`src/rtl/core/wsvt_pkg.sv`:
```
`timescale 1ns / 1ps
// wsvt_pkg: shared types and constants for the weekly slot valve timer
// no dependencies; imported by wsvt_ctrl, wsvt_dp and the top level

package wsvt_pkg;

	localparam int CFG_W = 16;
	localparam int CFG_IDX_W = 2;

	// request kinds
	localparam logic [2:0] REQ_TICK   = 3'd0;
	localparam logic [2:0] REQ_WRITE  = 3'd1;
	localparam logic [2:0] REQ_MODE   = 3'd2;
	localparam logic [2:0] REQ_MANUAL = 3'd3;
	localparam logic [2:0] REQ_STOP   = 3'd4;

	// configuration register indexes
	localparam logic [CFG_IDX_W-1:0] REG_FLOW_THR = 2'd0;
	localparam logic [CFG_IDX_W-1:0] REG_HOLDOFF  = 2'd1;
	localparam logic [CFG_IDX_W-1:0] REG_MAX_RUN  = 2'd2;
	localparam logic [CFG_IDX_W-1:0] REG_WINDOW   = 2'd3;

	// configuration reset values
	localparam logic [15:0] FLOW_THR_RST = 16'd20;
	localparam logic [11:0] HOLDOFF_RST  = 12'd30;
	localparam logic [15:0] MAX_RUN_RST  = 16'd3600;
	localparam logic [5:0]  WINDOW_RST   = 6'd5;

	// slot reset values
	localparam logic [4:0]  SLOT_HR_RST   = 5'd6;
	localparam logic [5:0]  SLOT_MN_RST   = 6'd0;
	localparam logic [15:0] SLOT_DUR_RST  = 16'd600;
	localparam logic [6:0]  SLOT_DAYS_RST = 7'd127;

	localparam logic [15:0] CNT16_MAX = 16'hFFFF;
	localparam logic [11:0] AGE_MAX   = 12'hFFF;

	typedef struct packed {
		logic        en;
		logic [4:0]  hr;
		logic [5:0]  mn;
		logic [15:0] dur;
		logic [6:0]  days;
	} slot_t;

	typedef enum logic [3:0] {
		ST_IDLE = 4'b0001,
		ST_EXEC = 4'b0010,
		ST_SCAN = 4'b0100,
		ST_RESP = 4'b1000
	} state_t;

	// controller to datapath
	typedef struct packed {
		logic capture;
		logic exec;
		logic scan;
		logic load_out;
	} cmd_t;

	// datapath to controller
	typedef struct packed {
		logic scan_need;
		logic hit;
		logic last;
	} sts_t;

endpackage

```
`src/rtl/core/wsvt_ctrl.sv`:
```
`timescale 1ns / 1ps
// wsvt_ctrl: sequencing state machine of the weekly slot valve timer
// depends on wsvt_pkg for state, command and status types

module wsvt_ctrl (
	input  logic          clk,
	input  logic          arst_n,
	input  logic          start,
	output logic          busy,
	input  wsvt_pkg::sts_t sts,
	output wsvt_pkg::cmd_t cmd
);
	import wsvt_pkg::*;

	state_t state_q;
	state_t state_d;

	always_ff @(posedge clk or negedge arst_n) begin
		if (!arst_n) begin
			state_q <= ST_IDLE;
		end else begin
			state_q <= state_d;
		end
	end

	always_comb begin
		state_d = state_q;
		cmd = '0;
		case (state_q)
			ST_IDLE: begin
				if (start) begin
					cmd.capture = 1'b1;
					state_d = ST_EXEC;
				end
			end
			ST_EXEC: begin
				cmd.exec = 1'b1;
				state_d = sts.scan_need ? ST_SCAN : ST_RESP;
			end
			ST_SCAN: begin
				cmd.scan = 1'b1;
				if (sts.hit || sts.last) begin
					state_d = ST_RESP;
				end
			end
			ST_RESP: begin
				cmd.load_out = 1'b1;
				state_d = ST_IDLE;
			end
			default: begin
				state_d = ST_IDLE;
			end
		endcase
	end

	assign busy = (state_q != ST_IDLE);

endmodule

```
`src/rtl/core/wsvt_dp.sv`:
```
`timescale 1ns / 1ps
// wsvt_dp: slot table, run timer, anomaly limiter and result registers
// depends on wsvt_pkg; driven by wsvt_ctrl commands

module wsvt_dp #(
	parameter int SLOTS = 8
) (
	input  logic                             clk,
	input  logic                             arst_n,
	input  wsvt_pkg::cmd_t                   cmd,
	output wsvt_pkg::sts_t                   sts,
	input  logic                             cfg_we,
	input  logic [wsvt_pkg::CFG_IDX_W-1:0]   cfg_index,
	input  logic [wsvt_pkg::CFG_W-1:0]       cfg_wdata,
	input  logic [2:0]                       req_type,
	input  logic [2:0]                       weekday,
	input  logic [4:0]                       hour,
	input  logic [5:0]                       minute,
	input  logic [5:0]                       second,
	input  logic                             time_valid,
	input  logic                             valve_closed,
	input  logic [15:0]                      flow_clpm,
	input  logic [2:0]                       slot_index,
	input  logic                             enable_or_manual,
	input  logic [6:0]                       weekday_mask,
	input  logic [15:0]                      duration_sec,
	output logic                             done,
	output logic                             valve_open,
	output logic                             running,
	output logic                             manual_mode,
	output logic [15:0]                      remaining_sec,
	output logic                             anomaly_warning,
	output logic                             slot_started,
	output logic [2:0]                       started_slot
);
	import wsvt_pkg::*;

	localparam int SLOT_W = (SLOTS > 1) ? $clog2(SLOTS) : 1;

	// configuration
	logic [15:0] flow_thr_q;
	logic [11:0] holdoff_q;
	logic [15:0] max_run_q;
	logic [5:0]  window_q;

	// state
	slot_t       slot_q [SLOTS];
	logic        run_active_q;
	logic        manual_q;
	logic [15:0] run_len_q;
	logic [15:0] elapsed_q;
	logic [11:0] warn_age_q;

	// captured item
	logic [2:0]  req_q;
	logic [2:0]  wd_q;
	logic [4:0]  hr_q;
	logic [5:0]  mn_q;
	logic [5:0]  sec_q;
	logic        tvalid_q;
	logic        vclosed_q;
	logic [15:0] flow_q;
	logic [2:0]  idx_q;
	logic        eom_q;
	logic [6:0]  mask_q;
	logic [15:0] dur_q;

	// per item flags
	logic              warn_q;
	logic              started_q;
	logic [SLOT_W-1:0] which_q;
	logic [SLOT_W-1:0] scan_cnt_q;

	// output registers
	logic        done_q;
	logic        running_q;
	logic        manual_out_q;
	logic [15:0] remain_q;
	logic        warn_out_q;
	logic        started_out_q;
	logic [2:0]  which_out_q;

	logic [15:0]       elapsed_inc;
	logic [11:0]       age_inc;
	logic              idx_ok;
	logic [SLOT_W-1:0] widx;
	slot_t             cur_slot;
	logic [7:0]        days_ext;
	logic              anomaly;

	function automatic logic [15:0] sat_dur(input logic [15:0] d, input logic [15:0] lim);
		sat_dur = (d > lim) ? lim : d;
	endfunction

	assign elapsed_inc = (elapsed_q != CNT16_MAX) ? elapsed_q + 16'd1 : elapsed_q;
	assign age_inc     = (warn_age_q != AGE_MAX) ? warn_age_q + 12'd1 : warn_age_q;
	assign idx_ok      = (32'(idx_q) < SLOTS);
	assign widx        = SLOT_W'(idx_q);
	assign cur_slot    = slot_q[scan_cnt_q];
	assign days_ext    = {1'b0, cur_slot.days};
	assign anomaly     = !run_active_q && vclosed_q && (flow_q > flow_thr_q);

	assign sts.scan_need = (req_q == REQ_TICK) && !run_active_q && !manual_q && tvalid_q;
	assign sts.hit  = cur_slot.en && days_ext[wd_q] && (cur_slot.hr == hr_q) &&
		(cur_slot.mn == mn_q) && (sec_q < window_q);
	assign sts.last = (scan_cnt_q == SLOT_W'(SLOTS - 1));

	// configuration port
	always_ff @(posedge clk or negedge arst_n) begin
		if (!arst_n) begin
			flow_thr_q <= FLOW_THR_RST;
			holdoff_q  <= HOLDOFF_RST;
			max_run_q  <= MAX_RUN_RST;
			window_q   <= WINDOW_RST;
		end else if (cfg_we) begin
			case (cfg_index)
				REG_FLOW_THR: flow_thr_q <= cfg_wdata;
				REG_HOLDOFF:  holdoff_q  <= cfg_wdata[11:0];
				REG_MAX_RUN:  max_run_q  <= cfg_wdata;
				REG_WINDOW:   window_q   <= cfg_wdata[5:0];
				default: begin
				end
			endcase
		end
	end

	// captured item
	always_ff @(posedge clk) begin
		if (cmd.capture) begin
			req_q     <= req_type;
			wd_q      <= weekday;
			hr_q      <= hour;
			mn_q      <= minute;
			sec_q     <= second;
			tvalid_q  <= time_valid;
			vclosed_q <= valve_closed;
			flow_q    <= flow_clpm;
			idx_q     <= slot_index;
			eom_q     <= enable_or_manual;
			mask_q    <= weekday_mask;
			dur_q     <= duration_sec;
		end
	end

	// slot table
	always_ff @(posedge clk or negedge arst_n) begin
		if (!arst_n) begin
			for (int i = 0; i < SLOTS; i++) begin
				slot_q[i] <= '{en: 1'b0, hr: SLOT_HR_RST, mn: SLOT_MN_RST,
					dur: SLOT_DUR_RST, days: SLOT_DAYS_RST};
			end
		end else if (cmd.exec && (req_q == REQ_WRITE) && idx_ok) begin
			slot_q[widx] <= '{en: eom_q, hr: hr_q, mn: mn_q, dur: dur_q, days: mask_q};
		end
	end

	// run timer, mode and anomaly limiter
	always_ff @(posedge clk or negedge arst_n) begin
		if (!arst_n) begin
			run_active_q <= 1'b0;
			manual_q     <= 1'b0;
			run_len_q    <= '0;
			elapsed_q    <= '0;
			warn_age_q   <= '0;
			warn_q       <= 1'b0;
			started_q    <= 1'b0;
			which_q      <= '0;
			scan_cnt_q   <= '0;
		end else if (cmd.capture) begin
			warn_q     <= 1'b0;
			started_q  <= 1'b0;
			which_q    <= '0;
			scan_cnt_q <= '0;
		end else if (cmd.exec) begin
			case (req_q)
				REQ_TICK: begin
					warn_age_q <= age_inc;
					if (anomaly && (age_inc >= holdoff_q)) begin
						warn_q     <= 1'b1;
						warn_age_q <= '0;
					end
					if (run_active_q) begin
						elapsed_q <= elapsed_inc;
						if (elapsed_inc >= run_len_q) begin
							run_active_q <= 1'b0;
							manual_q     <= 1'b0;
						end
					end
				end
				REQ_MODE: begin
					manual_q <= eom_q;
				end
				REQ_MANUAL: begin
					run_len_q    <= sat_dur(dur_q, max_run_q);
					elapsed_q    <= '0;
					run_active_q <= 1'b1;
				end
				REQ_STOP: begin
					run_active_q <= 1'b0;
					manual_q     <= 1'b0;
				end
				default: begin
				end
			endcase
		end else if (cmd.scan) begin
			scan_cnt_q <= scan_cnt_q + 1'b1;
			if (sts.hit) begin
				run_len_q    <= sat_dur(cur_slot.dur, max_run_q);
				elapsed_q    <= '0;
				run_active_q <= 1'b1;
				started_q    <= 1'b1;
				which_q      <= scan_cnt_q;
			end
		end
	end

	// result registers
	always_ff @(posedge clk or negedge arst_n) begin
		if (!arst_n) begin
			done_q <= 1'b0;
		end else begin
			done_q <= cmd.load_out;
		end
	end

	always_ff @(posedge clk) begin
		if (cmd.load_out) begin
			running_q     <= run_active_q;
			manual_out_q  <= manual_q;
			remain_q      <= (run_active_q && (elapsed_q < run_len_q)) ?
				run_len_q - elapsed_q : 16'd0;
			warn_out_q    <= warn_q;
			started_out_q <= started_q;
			which_out_q   <= 3'(which_q);
		end
	end

	assign done            = done_q;
	assign valve_open      = running_q;
	assign running         = running_q;
	assign manual_mode     = manual_out_q;
	assign remaining_sec   = remain_q;
	assign anomaly_warning = warn_out_q;
	assign slot_started    = started_out_q;
	assign started_slot    = which_out_q;

endmodule

```
`src/rtl/core/weekly_slot_valve_timer.sv`:
```
`timescale 1ns / 1ps
// weekly_slot_valve_timer: top level, weekly program slots driving one valve
// depends on wsvt_pkg, wsvt_ctrl and wsvt_dp
//
// usage
//   an item (tick, slot write, mode set, manual start or stop) is taken at a
//   rising edge with start high and busy low; its fields are sampled there
//   every item gives one result: done is high for exactly one cycle with the
//   result fields valid; the receiver cannot hold it off
//   done follows the accepting edge through the EXEC and RESP states of the
//   controller; a tick that scans the slot table also passes through SCAN
//   between them until a slot hits or the last slot is examined; the scan
//   walks one slot per cycle through the single read port of the slot table
//   busy falls as done rises, so the next item can be taken in the done cycle
//   configuration registers are written through cfg_we / cfg_index /
//   cfg_wdata; the user must write them only while the block is idle, which
//   the block itself does not enforce; writes take effect at once
//   reset clears the run timer and mode, loads the register defaults and sets
//   every slot to disabled, 6:00, 600 s, all weekdays; no clearing pass

module weekly_slot_valve_timer #(
	parameter int SLOTS = 8
) (
	input  logic                           clk,
	input  logic                           arst_n,
	input  logic                           start,
	output logic                           busy,
	output logic                           done,
	input  logic                           cfg_we,
	input  logic [wsvt_pkg::CFG_IDX_W-1:0] cfg_index,
	input  logic [wsvt_pkg::CFG_W-1:0]     cfg_wdata,
	input  logic [2:0]                     req_type,
	input  logic [2:0]                     weekday,
	input  logic [4:0]                     hour,
	input  logic [5:0]                     minute,
	input  logic [5:0]                     second,
	input  logic                           time_valid,
	input  logic                           valve_closed,
	input  logic [15:0]                    flow_clpm,
	input  logic [2:0]                     slot_index,
	input  logic                           enable_or_manual,
	input  logic [6:0]                     weekday_mask,
	input  logic [15:0]                    duration_sec,
	output logic                           valve_open,
	output logic                           running,
	output logic                           manual_mode,
	output logic [15:0]                    remaining_sec,
	output logic                           anomaly_warning,
	output logic                           slot_started,
	output logic [2:0]                     started_slot
);
	import wsvt_pkg::*;

	cmd_t cmd;
	sts_t sts;

	wsvt_ctrl u_ctrl (
		.clk    (clk),
		.arst_n (arst_n),
		.start  (start),
		.busy   (busy),
		.sts    (sts),
		.cmd    (cmd)
	);

	wsvt_dp #(
		.SLOTS (SLOTS)
	) u_dp (
		.clk              (clk),
		.arst_n           (arst_n),
		.cmd              (cmd),
		.sts              (sts),
		.cfg_we           (cfg_we),
		.cfg_index        (cfg_index),
		.cfg_wdata        (cfg_wdata),
		.req_type         (req_type),
		.weekday          (weekday),
		.hour             (hour),
		.minute           (minute),
		.second           (second),
		.time_valid       (time_valid),
		.valve_closed     (valve_closed),
		.flow_clpm        (flow_clpm),
		.slot_index       (slot_index),
		.enable_or_manual (enable_or_manual),
		.weekday_mask     (weekday_mask),
		.duration_sec     (duration_sec),
		.done             (done),
		.valve_open       (valve_open),
		.running          (running),
		.manual_mode      (manual_mode),
		.remaining_sec    (remaining_sec),
		.anomaly_warning  (anomaly_warning),
		.slot_started     (slot_started),
		.started_slot     (started_slot)
	);

endmodule

```
`config.mk`:
```
export PLATFORM = sky130hd
export DESIGN_NAME = weekly_slot_valve_timer
export DESIGN_NICKNAME = d
export VERILOG_FILES = /design/src/rtl/core/wsvt_pkg.sv /design/src/rtl/core/wsvt_ctrl.sv /design/src/rtl/core/wsvt_dp.sv /design/src/rtl/core/weekly_slot_valve_timer.sv
export SDC_FILE = /design/constraint.sdc
export NUM_CORES = 1
export LEC_CHECK = 0
export ABC_AREA = 0
export BUFFER_PORTS_ARGS = -buffer_cell sky130_fd_sc_hd__buf_4
export CELL_PAD_IN_SITES_DETAIL_PLACEMENT = 0
export CELL_PAD_IN_SITES_GLOBAL_PLACEMENT = 1
export CORE_MARGIN = 3
export CORE_UTILIZATION = 35
export DETAILED_ROUTE_END_ITERATION = 12
export GPL_ROUTABILITY_DRIVEN = 1
export MAX_ROUTING_LAYER = met4
export PLACE_DENSITY_LB_ADDON = 0.1
export SYNTH_ARGS = -nofsm -noshare
export SYNTH_HDL_FRONTEND = slang
export SYNTH_SLANG_ARGS = --single-unit
```
`constraint.sdc`:
```
create_clock -name clk -period 9.8 [get_ports clk]
set_input_delay 2.94 -clock clk [delete_from_list [all_inputs] [get_ports clk]]
set_output_delay 2.94 -clock clk [all_outputs]
set_load 0.005 [all_outputs]
```
==> flow_summary.toml <==
[outcome]
status = "finished, final reports clean"

[clocking]
numCtsBuffers = 56
insertion_delay_ns = 0.61
root_buffer = "clkbuf_16"
cts_tree = "yes"
cts.reportedPaths.clkPinSlew_ns = 0.06
post_cts_buffers = 0
clk_path_buf_depth = 3
ctsHoldBuffers = 0
h-tree-depth = 2
cts.sinks = 480
cts_resized = 0

[finish]
area_growth_pct = 14.9
final_common_cell = "mux2_2"
nFillCells = 6349
layout_common_cells = "357 x mux2_2, 269 x dfrtp_1, 138 x buf_4"
drive_above_1_share = 0.396
final_net_count = 2140
n_antenna_cell = 0

[global_route]
grt_use_met3 = 0.0227
gr-usage-all-layers = 0.181
grt_first_pass_wirelength_um = 96800
grt_util_met2 = 0.293
busiest_layer = "met2"
grt_pass1_vias = 15500
grt_max_degree = 177
grt_use_met1 = 0.245
grt.overflow.total = 0
grt_antenna_before_repair = 0

[logic_synthesis]
synth_cell_type_count = 69
synth.mux.area_fraction = 0.236
syn_avg_cell_area_um2 = 13.0
synth_simple_gate_area_share = 0.0722
seq_area_frac_synth = 0.524
synthArstFlopShare = 0.810
synth_top_family_by_area = "multiplexers"
synth-edff-count = 91
synth-compound-area-share = 0.0662
synth_fp_nets = 2039
synth_seq_cells = 480
synthCells = 1847
ys.flop_type = "dfrtp_1"
yosys_warnings = 0
synthAdderAreaFrac = 0.0533
syn_area_mm2 = 0.0241
synth-xor-area-share = 0.0138

[timing]
holdWs_ns = 0.453
slew_viol_final = 0
tightest_slew_ns = 1.06
max_freq_ghz = 0.197
skew_ns = 0.0302
hold_viol_final = 0
rsz0062_at_grt = "false"
setup_violations = 0
setup_tns_ns = 0
finalCritPeriodShare = 0.519
finalCriticalPeriod_ns = 5.09
relSlewSlack = 0.286

[pwr]
p_leak_nw = 12.1
cellPowerDensity_mw_per_mm2 = 235
vdd_ir_drop_max_mv = 0.122

[worst_hold_path]
hp-class = "flop to flop"

[floorplanning]
core_area_mm2 = 0.0676
die_w_um = 268
fp.dieH_um = 268
dieArea_mm2 = 0.0720
boundaryPins = 116
rows = 95
start_util = 0.356

[worst_setup_path]
crit_chain = "nor4b_1, inv_1, buf_4"
slowest_stage = "nor4b_1"
crit_type = "flop to primary output"
crit_fanout = 5
crit_arrival_ns = 2.15
startpoint_type = "flop"
end_kind = "primary output"
critPathTopFamily = "simple AND/OR/NAND/NOR gates"
worst_ep_required_time_ns = 6.86
crit_buf_inv = 2
cpPeakStageDelay_ns = 0.66

[place]
port_buffers = 115
globalplace.congestion = 0.806
hpwl_um = 41200

[run]
maxCapViolations = 0

[drt]
postRouteAntennaNets = 0
vias = 14800
routed_via_density = 5.17
drc = 0
firstDrtPassIters = 5
wl_um = 62600
drtIter0Drc = 866
wl_per_cell_um = 21.8
==> cells in the mapped netlist (all sizes together), types with 6 or more instances <==
cell type,count,area share
xor2,12,0.0044
a22o,12,0.0044
dfstp,117,0.13
clkbuf,63,0.010
a211oi,6,0.0019
edfxtp,91,0.11
a21oi,51,0.011
a31oi,12,0.0031
dfrtp,272,0.28
o31ai,20,0.012
a21o,20,0.0062
buf,34,0.0088
nand4,20,0.0058
nor3,29,0.0060
a22oi,10,0.0031
xnor2,26,0.0095
and3,12,0.0031
nand3,36,0.0075
o21a,17,0.0053
ha,101,0.053
nor2,101,0.016
mux2,357,0.17
o21ai,54,0.011
nand2,89,0.014
mux2i,38,0.016
nand3b,6,0.0019
nor2b,15,0.0039
inv,99,0.015
nand2b,8,0.0021
mux4,57,0.053
nor3b,11,0.0034
and2,6,0.0017
==> routing by layer <==
layer | wire length (µm) | part of all wire
met5 | 0 | 0
met4 | 1170 | 0.019
met3 | 1790 | 0.029
met1 | 29500 | 0.47
met2 | 30100 | 0.48
==> cell families (layout without fill, tap and decap cells) <==
logic type               after synthesis  after routing
multiplexers                         452            452
flip-flops                           480            480
buffers and inverters                196            345
AND/OR/NAND/NOR                      352            352
adder cells (fa/ha/maj)              102            102
XOR/XNOR                              38             38
AO/OA/AOI/OAI                        227            227
==> final cells by class <==
cell class | count | area, µm² | area share
multi-input cells | 1171 | 10700 | 0.387
inverters | 99 | 374 | 0.0135
clock buffers | 79 | 1620 | 0.0586
repair buffers | 140 | 1070 | 0.0387
clock inverters | 27 | 179 | 0.00647
well taps | 873 | 1090 | 0.0395
flip-flops and latches | 480 | 12600 | 0.456
==> power by group <==
group	switching, mW	internal [mW]
registers	0.297	2.45
clock network	0.857	1.18
logic	0.920	0.791
total	2.07	4.41
==> flip-flops by register name, indices dropped and copies added (netlist names), 4 cells and up <==
| signal | cells |
|---|---|
| u_dp.mask_q | 7 |
| u_dp.slot_q | 280 |
| u_dp.holdoff_q | 12 |
| u_dp.flow_thr_q | 16 |
| u_dp.flow_q | 16 |
| u_dp.window_q | 6 |
| u_dp.sec_q | 6 |
| u_dp.dur_q | 16 |
| u_dp.hr_q | 5 |
| u_dp.elapsed_q | 16 |
| u_dp.remaining_sec | 16 |
| u_dp.max_run_q | 16 |
| u_dp.run_len_q | 16 |
| u_dp.warn_age_q | 12 |
| u_dp.mn_q | 6 |
| u_ctrl.state_q | 4 |
==> final timing paths <==
kind                                                 from                        endpoint  slack, ns  cells past startpoint
max in group asynchronous                          arst_n  u_dp.scan_cnt_q[1]$_DFFE_PN0P_       5.81                      2
hold / removal                u_dp.which_q[1]$_DFFE_PN0P_  u_dp.started_slot[1]$_DFFE_PP_       0.45                      0
hold reg to reg               u_dp.which_q[1]$_DFFE_PN0P_  u_dp.started_slot[1]$_DFFE_PP_       0.45                      0
min in group asynchronous                          arst_n  u_dp.run_len_q[12]$_DFFE_PN0P_       2.42                      1
setup reg to reg           u_dp.scan_cnt_q[0]$_DFFE_PN0P_   u_dp.run_len_q[1]$_DFFE_PN0P_       5.29                     11
setup / recovery            u_ctrl.state_q[0]$_DFFE_PN1P_                            busy       4.71                      3
==> through the flow <==
| stage | instance area, µm² | total power, mW | setup slack, ns | instances | utilization |
|---|---|---|---|---|---|
| after global routing | 27700 | 6.93 | 4.56 | 2869 | 0.409 |
| after CTS | 27700 | 6.62 | 4.56 | 2869 | 0.409 |
| after floorplan | 24100 | 3.93 | 4.90 | 1847 | - |
| after detailed placement | 25900 | 4.53 | 4.88 | 2763 | 0.382 |
| after global placement | 25900 | 4.50 | 4.95 | 2763 | 0.382 |
| final | 27700 | 6.49 | 4.71 | 2869 | 0.409 |
(Power assumes the default switching activity.)
